$ cat src/rtl/projective_point_transform_2d_core_defines.svh
// Assertion macros used by projective_point_transform_2d_core.sv.
`ifndef PROJECTIVE_POINT_TRANSFORM_2D_CORE_DEFINES_SVH
`define PROJECTIVE_POINT_TRANSFORM_2D_CORE_DEFINES_SVH

// Same-cycle implication.
`define PPT_ASSERT_NOW(label, clk, rst, ante, cons) \
   label: assert property (@(posedge clk) disable iff (rst) (ante) |-> (cons)) \
      else $error("assertion failed");

// Next-cycle implication.
`define PPT_ASSERT_NEXT(label, clk, rst, ante, cons) \
   label: assert property (@(posedge clk) disable iff (rst) (ante) |=> (cons)) \
      else $error("assertion failed");

`endif

$ cat src/rtl/ppt_pkg.sv
// ----------------------------------------------------------------------------
// ppt_pkg
// Types, widths and helpers of the projective 2D point transform.
// ----------------------------------------------------------------------------
package ppt_pkg;

   localparam int CoefW  = 16;
   localparam int PointW = 32;
   localparam int RowW   = 48;
   localparam int ProdW  = PointW + CoefW;
   localparam int SumW   = 50;
   localparam int MagW   = 49;
   localparam int RemW   = MagW + 1;
   localparam int QuoW   = 32;
   localparam int FracW  = 16;

   localparam logic [RowW-1:0] Row0Reset = 48'h0000_0000_0100;
   localparam logic [RowW-1:0] Row1Reset = 48'h0000_0100_0000;
   localparam logic [RowW-1:0] Row2Reset = 48'h0100_0000_0000;

   typedef enum logic [1:0] {
      CSR_ROW0 = 2'd0,
      CSR_ROW1 = 2'd1,
      CSR_ROW2 = 2'd2
   } csr_index_type;

   typedef struct packed {
      logic signed [PointW-1:0] in_x;
      logic signed [PointW-1:0] in_y;
   } req_type;

   typedef struct packed {
      logic signed [PointW-1:0] out_x;
      logic signed [PointW-1:0] out_y;
      logic                     w_zero;
      logic                     saturated;
   } rsp_type;

   // one quotient lane of the divider chain
   typedef struct packed {
      logic [RemW-1:0] rem;
      logic [QuoW-1:0] low;
      logic [QuoW-1:0] quo;
      logic            neg;
      logic            ovf;
   } lane_type;

   typedef struct packed {
      lane_type        lx;
      lane_type        ly;
      logic [MagW-1:0] den;
      logic            w_zero;
   } div_type;

   function automatic logic signed [CoefW-1:0] coef(input logic [RowW-1:0] row,
                                                    input logic [1:0] col);
      logic signed [CoefW-1:0] c;
      c = row[col*CoefW +: CoefW];
      return c;
   endfunction

endpackage

$ cat src/rtl/ppt_div_cell.sv
// ----------------------------------------------------------------------------
// ppt_div_cell
// One restoring-division step for both lanes; passes the beat on.
// ----------------------------------------------------------------------------
module ppt_div_cell (
   input  logic              clock,
   input  logic              reset,
   input  logic              in_valid,
   input  ppt_pkg::div_type  in_div,
   output logic              out_valid,
   output ppt_pkg::div_type  out_div
);
   import ppt_pkg::*;

   logic    valid_ff;
   div_type div_ff, div_in;

   function automatic lane_type step(input lane_type l, input logic [MagW-1:0] d);
      lane_type        o;
      logic [RemW-1:0] r;
      logic            take;
      r     = {l.rem[RemW-2:0], l.low[QuoW-1]};
      take  = r >= RemW'(d);
      o     = l;
      o.rem = take ? r - RemW'(d) : r;
      o.low = {l.low[QuoW-2:0], 1'b0};
      o.quo = {l.quo[QuoW-2:0], take};
      return o;
   endfunction

   always_comb begin
      div_in    = in_div;
      div_in.lx = step(in_div.lx, in_div.den);
      div_in.ly = step(in_div.ly, in_div.den);
   end

   always_ff @(posedge clock) begin
      if (reset) begin
         valid_ff <= 1'b0;
      end else begin
         valid_ff <= in_valid;
      end
      div_ff <= div_in;
   end

   assign out_valid = valid_ff;
   assign out_div   = div_ff;

endmodule

$ cat config.mk
export PLATFORM = sky130hd
export DESIGN_NAME = ppt_div_cell
export DESIGN_NICKNAME = d
export VERILOG_FILES = /design/src/rtl/projective_point_transform_2d_core_defines.svh /design/src/rtl/ppt_pkg.sv /design/src/rtl/ppt_div_cell.sv
export SDC_FILE = /design/constraint.sdc
export NUM_CORES = 1
export LEC_CHECK = 0
export BUFFER_PORTS_ARGS = -buffer_cell sky130_fd_sc_hd__buf_2
export CORE_AREA = 2 2 222 224
export DETAILED_ROUTE_END_ITERATION = 8
export DIE_AREA = 0 0 224 226
export GPL_ROUTABILITY_DRIVEN = 1
export PLACE_DENSITY = 0.6
export SLEW_MARGIN = 20
export SYNTH_ARGS = -nofsm -noshare
export SYNTH_HDL_FRONTEND = slang
export SYNTH_SLANG_ARGS = --single-unit
$ cat constraint.sdc
create_clock -name clock -period 9.1 [get_ports clock]
set_input_delay 0 -clock clock [delete_from_list [all_inputs] [get_ports clock]]
set_output_delay 0 -clock clock [all_outputs]
set_load 0.005 [all_outputs]
# ---- Word-level counts from Yosys, hierarchy flattened
# Cells that the tools add are included.
dict set report classes {
  muxes 2
  add_sub_neg 2
  order_cmp 2
}
# cell n
set ops {}
lappend ops {{50-bit by 49-bit >= comparator with 1-bit output} 2}
lappend ops {{50-bit two-way mux} 2}
lappend ops {{50-bit by 49-bit subtractor with 50-bit output} 2}
dict set report totals {
  in_bits 285
  out_inout_bits 283
  word_cells 19
  register_bits 281
}

# ---- Logic depth before layout (Yosys ltp)
# Gate-level depths: netlist of the first run.
dict set report depth {
  ltp_word 2
  depth_mapped 17
}

# ---- Worst setup path before layout of the first run
# No wires, ideal clock.
dict set report synth_path {
  path_kind {input to register}
  from {in in_div[231] in the netlist's numbering}
  to {reg div_ff (netlist bit out_div[248])}
  stages 17
  n_path_buf 3
  t_arrival_ps 2947
  setup_slack_ps 6029
  t_required_ps 8977
  cell_sequence {inv_1 > ha_1 > inv_1 > fa_1 > a211oi_1 > o21ai_0 > a2bb2oi_2 > o311ai_4 > a41oi_2 > o221a_4 > o21a_1 > buf_6 > o21a_1 > buf_6 > inv_12 > buf_12 > mux2_1}
}
# element line_no
set synth_lines {}
lappend synth_lines {{start: declaration} ppt_div_cell.sv:9} ;# input ppt_pkg::div_type in_div,
lappend synth_lines {{end signal: assignment} ppt_div_cell.sv:43} ;# div_ff <= div_in;
lappend synth_lines {{end: declaration} ppt_div_cell.sv:16} ;# div_type div_ff, div_in;

==> metrics.md, run 1 <==
| Metric | Value |
|---|---|
| CTS tree | `built` |
| Netlist cell types | `75` |
| I/O pin cnt | `568` |
| Overflow after GRT | `0` |
| Post-Synthesis Cells | `1351` |
| Crit path max-delay family | `compound AO/OA/AOI/OAI gates` |
| Async SR Flop Fraction | `0%` |
| Post-CTS Hold Buffers | `281` |
| Clock root buffer | `clkbuf_16` |
| CTS resizes | `0` |
| Final setup TNS | `0 ns` |
| Maxcap violations | `0` |
| Router iterations before antenna repair | `5` |
| TritonCTS Buffers | `35` |
| Top achievable clock speed | `219 MHz` |
| CTS H-tree lvls | `2` |
| Lkg Pwr | `0.00970 uW` |
| Clk buf depth | `3` |
| Ys flop type | `dfxtp_1` |
| First-pass GRT wire length | `85.0 mm` |
| Initial Util | `26.7%` |
| DR vias | `13400` |
| Max FO, Critical Path | `71` |
| Core Box Area | `48300 um2` |
| Reg clk slew, reported paths | `0.06 ns` |
| Combinational Power Share | `25.3%` |
| Commonest cells after routing, fill and taps aside | `buf_2 (561), dlygate4sd3_1 (281), dfxtp_1 (281)` |
| EDFF count, synth | `0` |
| Final hold slack | `0.0965 ns` |
| Non-Filler Instances | `2827` |
| Ys Warns | `0` |
| Max stage delay on crit path | `0.62 ns` |
| Commonest non-fill, non-tap cell in the layout | `buf_2` |
| WP data required | `9.52 ns` |
| Drc violations | `0` |
| P_int | `2730 uW` |
| Final Cycle Share | `50.2%` |
| Gpl congestion | `0.876` |
| Initial antenna violation count | `8` |
| #FFs+latches synth | `281` |
| Vias in the first global route | `13500` |
| Die height | `226 um` |
| Share of cells above drive strength 1 | `30.3%` |
| Sw Ratio | `29.3%` |
| Core Rows | `81` |
| Clock power share | `38.1%` |
| Worst Tran Pin Value | `0.974 ns` |
| Die Wd | `224 um` |
| Final #Nets | `2563` |
| ANT nets after route | `0` |
| CP Class | `primary input to register` |
| Area leader, netlist | `dfxtp_1` |
| CTS Sinks | `281` |
| Avg WL per Cell | `21.2 um` |
| Post-Place Cells | `2482` |
| Max-slew violation count | `0` |
| RSZ-0062 raised after global routing | `no` |
| CP endpoint kind | `register` |
| Post-DP HPWL | `47.2 mm` |
| Flop pwr share | `36.6%` |
| Fin worst setup slack | `4.53 ns` |
| WP buf/inv | `6` |
| Setup WS pre-CTS | `4.74 ns` |
| Routed wire length | `59.9 mm` |
| Rel. slew slack | `33.4%` |
| Final Hold Viols | `0` |
| Setup violations, final | `0` |
| Vias per cell | `4.74` |
| Outcome | `finished, final reports clean` |
| Iter 0 DRT Violations | `805` |
| Syn Area/Cell | `9.55 um2` |
| Critical path arrival | `4.99 ns` |
| Power density over the cells | `191 nW/um2` |
| CP Launch Type | `primary input` |
| Fillers | `4720` |
| IO buf count | `561` |
| Switch Pwr | `1130 uW` |
| Post-synthesis sequential area ratio | `43.6%` |
| Area grow syn2layout | `56.7%` |
| Die Area | `50600 um2` |
| Critical-path cell list | `dlygate4sd3_1 -> buf_2 -> inv_1 -> ha_1 -> nand4_1 -> or4_1 -> o211ai_1 -> o2111ai_1 -> a211oi_1 -> nor2_2 -> buf_4 -> inv_2 -> buf_4 -> o21ai_0 -> a311oi_1` |
| Crit path max-delay cell type | `o211ai_1` |
| Largest net degree at the start of global routing | `72` |
| Gr usage total | `22.5%` |
| Post-layout min period | `4.57 ns` |
| Share of the synthesized area in the top cell type | `43.6%` |
| Peak VDD IR | `0.149 mV` |
| CP most frequent cell | `buf_4` |
| Post-CTS setup buffer count | `0` |
| Main area contributors after synthesis | `dfxtp_1 (44%), ha_1 (9.5%), a21oi_1 (5.4%)` |
| Mapped cell area | `12900 um2` |
| Min-delay worst type | `primary input to register` |
==> per-layer routing <==
layer | routed length [um] | vias up | GRT usage, % | share of wire [%]
li1 | - | 6495 | - | -
met1 | 23500 | 6269 | 25.3 | 39
met2 | 30000 | 512 | 40.9 | 50
met3 | 3580 | 107 | 4.48 | 6.0
met4 | 2760 | 6 | 10.6 | 4.6
met5 | 45 | - | 0 | 0.075
==> sequential cells by signal, indices dropped and copies added, names as in the netlist <==
| register | cells |
|---|---|
| out_div | 280 |
| out_valid | 1 |
==> cell families after synthesis <==
group / synth area share [%]
xor+xnor: 5.50
simple gates: 11.5
buf+inv: 4.76
compound gates: 20.0
flops: 43.6
other cells: 0.0291
fa+ha+maj: 9.81
mux: 4.84
==> layout make-up <==
type / count / area (um2) / area share [%]
inverter: 78 / 305 / 1.51
multi-input combinational: 937 / 6670 / 33.0
sequential: 281 / 5630 / 27.8
clock inverter: 17 / 268 / 1.32
timing repair buffer: 845 / 5640 / 27.9
antenna: 5 / 12.5 / 0.0619
tap: 622 / 778 / 3.85
clock buffer: 42 / 922 / 4.56
==> cell usage after synthesis, types with 13 or more instances <==
master and instances:
nand3_1 20, a21o_1 61, o21ai_0 57, nand2_1 89, ha_1 98, a21oi_1 140, nor3_1 16, inv_1 76
nor2_1 92, xor2_1 40, clkbuf_1 35, o21a_1 14, nand4_1 28, dfxtp_1 281, mux2_4 26, xnor2_1 41
mux2_1 17, nor2b_1 13, o21bai_1 19, buf_2 13
==> per-stage QoR <==
stage | util (%) | power [uW] | instance area, um2
4_1_cts | 41.8 | 3890 | 20200
6_report | 41.8 | 3860 | 20200
5_1_grt | 41.8 | 4040 | 20200
2_1_floorplan | - | 1920 | 12900
3_5_place_dp | 33.5 | 2300 | 16200
3_3_place_gp | 33.5 | 2300 | 16200
==> worst paths after layout <==
path / slack (ns) / start / cells past startpoint / endpoint
worst max-delay path: 4.53 / in_div[19] / 15 / out_div[163]
worst min-delay path: 0.1 / in_div[224] / 2 / out_div[225]
==> power by group through the flow <==
| stage | Clock (uW) | Sequential (uW) | Combinational [uW] |
|---|---|---|---|
| after floorplan | 0 | 1450 | 467 |
| after global placement | 0 | 1440 | 863 |
| after detailed placement | 0 | 1440 | 865 |
| after CTS | 1510 | 1410 | 973 |
| after global routing | 1560 | 1420 | 1060 |
| final | 1470 | 1410 | 975 |
Note: power is estimated with default switching activity, not from simulation.
==> run 2, diff against run 1 <==
Settings changed: ABC_AREA set to 1, CORE_AREA 2 2 222 224 to 2 2 221 223, DIE_AREA 0 0 224 226 to 0 0 223 225, PLACE_DENSITY 0.6 to 0.67.
Clock period 9.1 ns to 4.74 ns, I/O delays scaled along.
==> run 2 against run 1 <==
Net effect:
- die area shrank 0.89%
- global-route usage grew 5.7 points
- wire length grew 21%
==> metrics.md, run 2 <==
| Metric | Value |
|---|---|
| Outcome | `finished, final reports clean` |
| Area grow syn2layout | `46.6%` |
| Post-CTS setup buffer count | `0` |
| Non-Filler Instances | `3983` |
| Critical path arrival | `3.42 ns` |
| Die Area | `50200 um2` |
| Area leader, netlist | `dfxtp_1` |
| Gpl congestion | `0.987` |
| Lkg Pwr | `0.0131 uW` |
| Core Rows | `80` |
| Sw Ratio | `31.7%` |
| Max FO, Critical Path | `27` |
| Vias per cell | `4.55` |
| Sequential Area | `5630 um2` |
| Switch Pwr | `2390 uW` |
| Multi-input gate area in the final layout | `8240 um2` |
| Combinational Power Share | `27.4%` |
| Final Hold Viols | `0` |
| Initial Util | `33.5%` |
| Crit path max-delay cell type | `dlygate4sd3_1` |
| Worst Tran Pin Value | `0.709 ns` |
| WP data required | `5.17 ns` |
| I/O pin cnt | `568` |
| Reg clk slew, reported paths | `0.06 ns` |
| CP Launch Type | `primary input` |
| Core Box Area | `47500 um2` |
| Drc violations | `0` |
| Syn Area/Cell | `6.43 um2` |
| Final Cycle Share | `63.1%` |
| Main area contributors after synthesis | `dfxtp_1 (35%), nand2_1 (22%), inv_1 (12%)` |
| CTS H-tree lvls | `2` |
| Flop pwr share | `36.1%` |
| IO buf count | `561` |
| Post-Synthesis Cells | `2482` |
| Die height | `225 um` |
| Die Wd | `223 um` |
| Largest net degree at the start of global routing | `49` |
| DR vias | `18100` |
| EDFF count, synth | `0` |
| Overflow after GRT | `0` |
| Gr usage total | `28.3%` |
| CTS Sinks | `281` |
| Max stage delay on crit path | `0.58 ns` |
| Min-delay worst type | `primary input to register` |
| Power density over the cells | `322 nW/um2` |
| RSZ-0062 raised after global routing | `no` |
| TritonCTS Buffers | `34` |
| Maxcap violations | `0` |
| Clock root buffer | `clkbuf_16` |
| #FFs+latches synth | `281` |
| Top achievable clock speed | `334 MHz` |
| Vias in the first global route | `18000` |
| Share of cells above drive strength 1 | `21.5%` |
| Post-DP HPWL | `59.1 mm` |
| Iter 0 DRT Violations | `892` |
| First-pass GRT wire length | `105 mm` |
| Setup violations, final | `0` |
| Share of the synthesized area in the top cell type | `35.3%` |
| Max-slew violation count | `0` |
| Ys flop type | `dfxtp_1` |
| Async SR Flop Fraction | `0%` |
| CTS tree | `built` |
| Commonest cells after routing, fill and taps aside | `nand2_1 (953), buf_2 (561), inv_1 (494)` |
| Final #Nets | `3727` |
| P_int | `5140 uW` |
| Final hold slack | `0.0913 ns` |
| Post-synthesis sequential area ratio | `35.3%` |
| Peak VDD IR | `0.181 mV` |
| Ys Warns | `0` |
| Post-layout min period | `2.99 ns` |
| CP endpoint kind | `register` |
| Mapped cell area | `15900 um2` |
| Most frequent cell after synthesis | `nand2_1` |
| Final setup TNS | `0 ns` |
| Clock power share | `36.6%` |
| Rel. slew slack | `52.6%` |
| Avg WL per Cell | `18.2 um` |
| Routed wire length | `72.7 mm` |
| Post-Place Cells | `3640` |
| Router iterations before antenna repair | `5` |
| WP buf/inv | `5` |
| Max reg flops | `280` |
| Crit path max-delay family | `buffers and inverters` |
| ANT nets after route | `0` |
| Critical-path cell list | `dlygate4sd3_1 -> buf_2 -> ha_1 -> inv_1 -> fa_1 -> nand3_1 -> nand3_2 -> nand2_1 -> nand2_2 -> nand2_2 -> inv_2 -> nor2_4 -> o21ai_0 -> dlygate4sd3_1` |
| Top post-synthesis cells by count | `nand2_1 (953), inv_1 (494), dfxtp_1 (281)` |
| CP Class | `primary input to register` |
| Commonest non-fill, non-tap cell in the layout | `nand2_1` |
| Initial antenna violation count | `8` |
| Fillers | `4770` |
| Netlist cell types | `34` |
| Clk buf depth | `3` |
[run 2: metrics by stage]
stage | utilization (%) | total power [uW] | cell area (um2) | worst slack [ns]
CTS | 49.2 | 7570 | 23400 | 1.74
detailed placement | 40.8 | 4610 | 19400 | 1.90
finish | 49.2 | 7530 | 23400 | 1.75
floorplan | - | 3790 | 16000 | 3.04
global route | 49.2 | 7910 | 23400 | 1.54
global placement | 40.8 | 4600 | 19400 | 1.94
[run 2: path summary, 6_finish.rpt]
kind / startpoint / endpoint / cells after the start
worst min-delay path: in_div[64] / out_div[65] / 2
worst max-delay path: in_div[1] / out_div[116] / 14
[run 2: cells by family (layout without fill, tap and decap cells)]
logic type	count (synthesis)	in the layout	synth area share (%)
fa+ha+maj	100	100	7.94
buf+inv	528	1408	13.1
simple gates	1395	1395	36.4
compound gates	129	129	4.64
other cells	1	7	0.0235
flops	281	281	35.3
xor+xnor	48	48	2.64
[run 2: final cells by class]
| class | count | share of cell area, % |
|---|---|---|
| Antenna cell | 5 | 0.0535 |
| Timing Repair Buffer | 845 | 24.2 |
| Clock inverter | 17 | 1.03 |
| Inverter | 506 | 8.12 |
| Tap cell | 615 | 3.29 |
| Sequential cell | 281 | 24.1 |
| Clock buffer | 40 | 3.95 |
| Multi-Input combinational cell | 1674 | 35.3 |
[run 2: repair_timing]
item / 4_1_cts / 5_1_grt
hold buffers: 281 / 0
hold endpoints to repair: 279 / 0
gates resized for setup: 0 / 0
[run 2: power by group through the flow]
stage	combinational [uW]	clock (uW)	sequential, uW
floorplan	1020	0	2770
global placement	1840	0	2760
detailed placement	1840	0	2760
CTS	2040	2810	2710
global route	2260	2920	2730
finish	2060	2750	2710
[run 2: per-layer routing]
| metal | global-route usage, % | vias to the layer above | share of wire [%] |
|---|---|---|---|
| met4 | 19.9 | 8 | 7.8 |
| met1 | 29.1 | 8057 | 36 |
| met3 | 4.92 | 192 | 5.8 |
| met2 | 52.1 | 688 | 50 |
| li1 | - | 9168 | - |
| met5 | 0 | - | 0.063 |
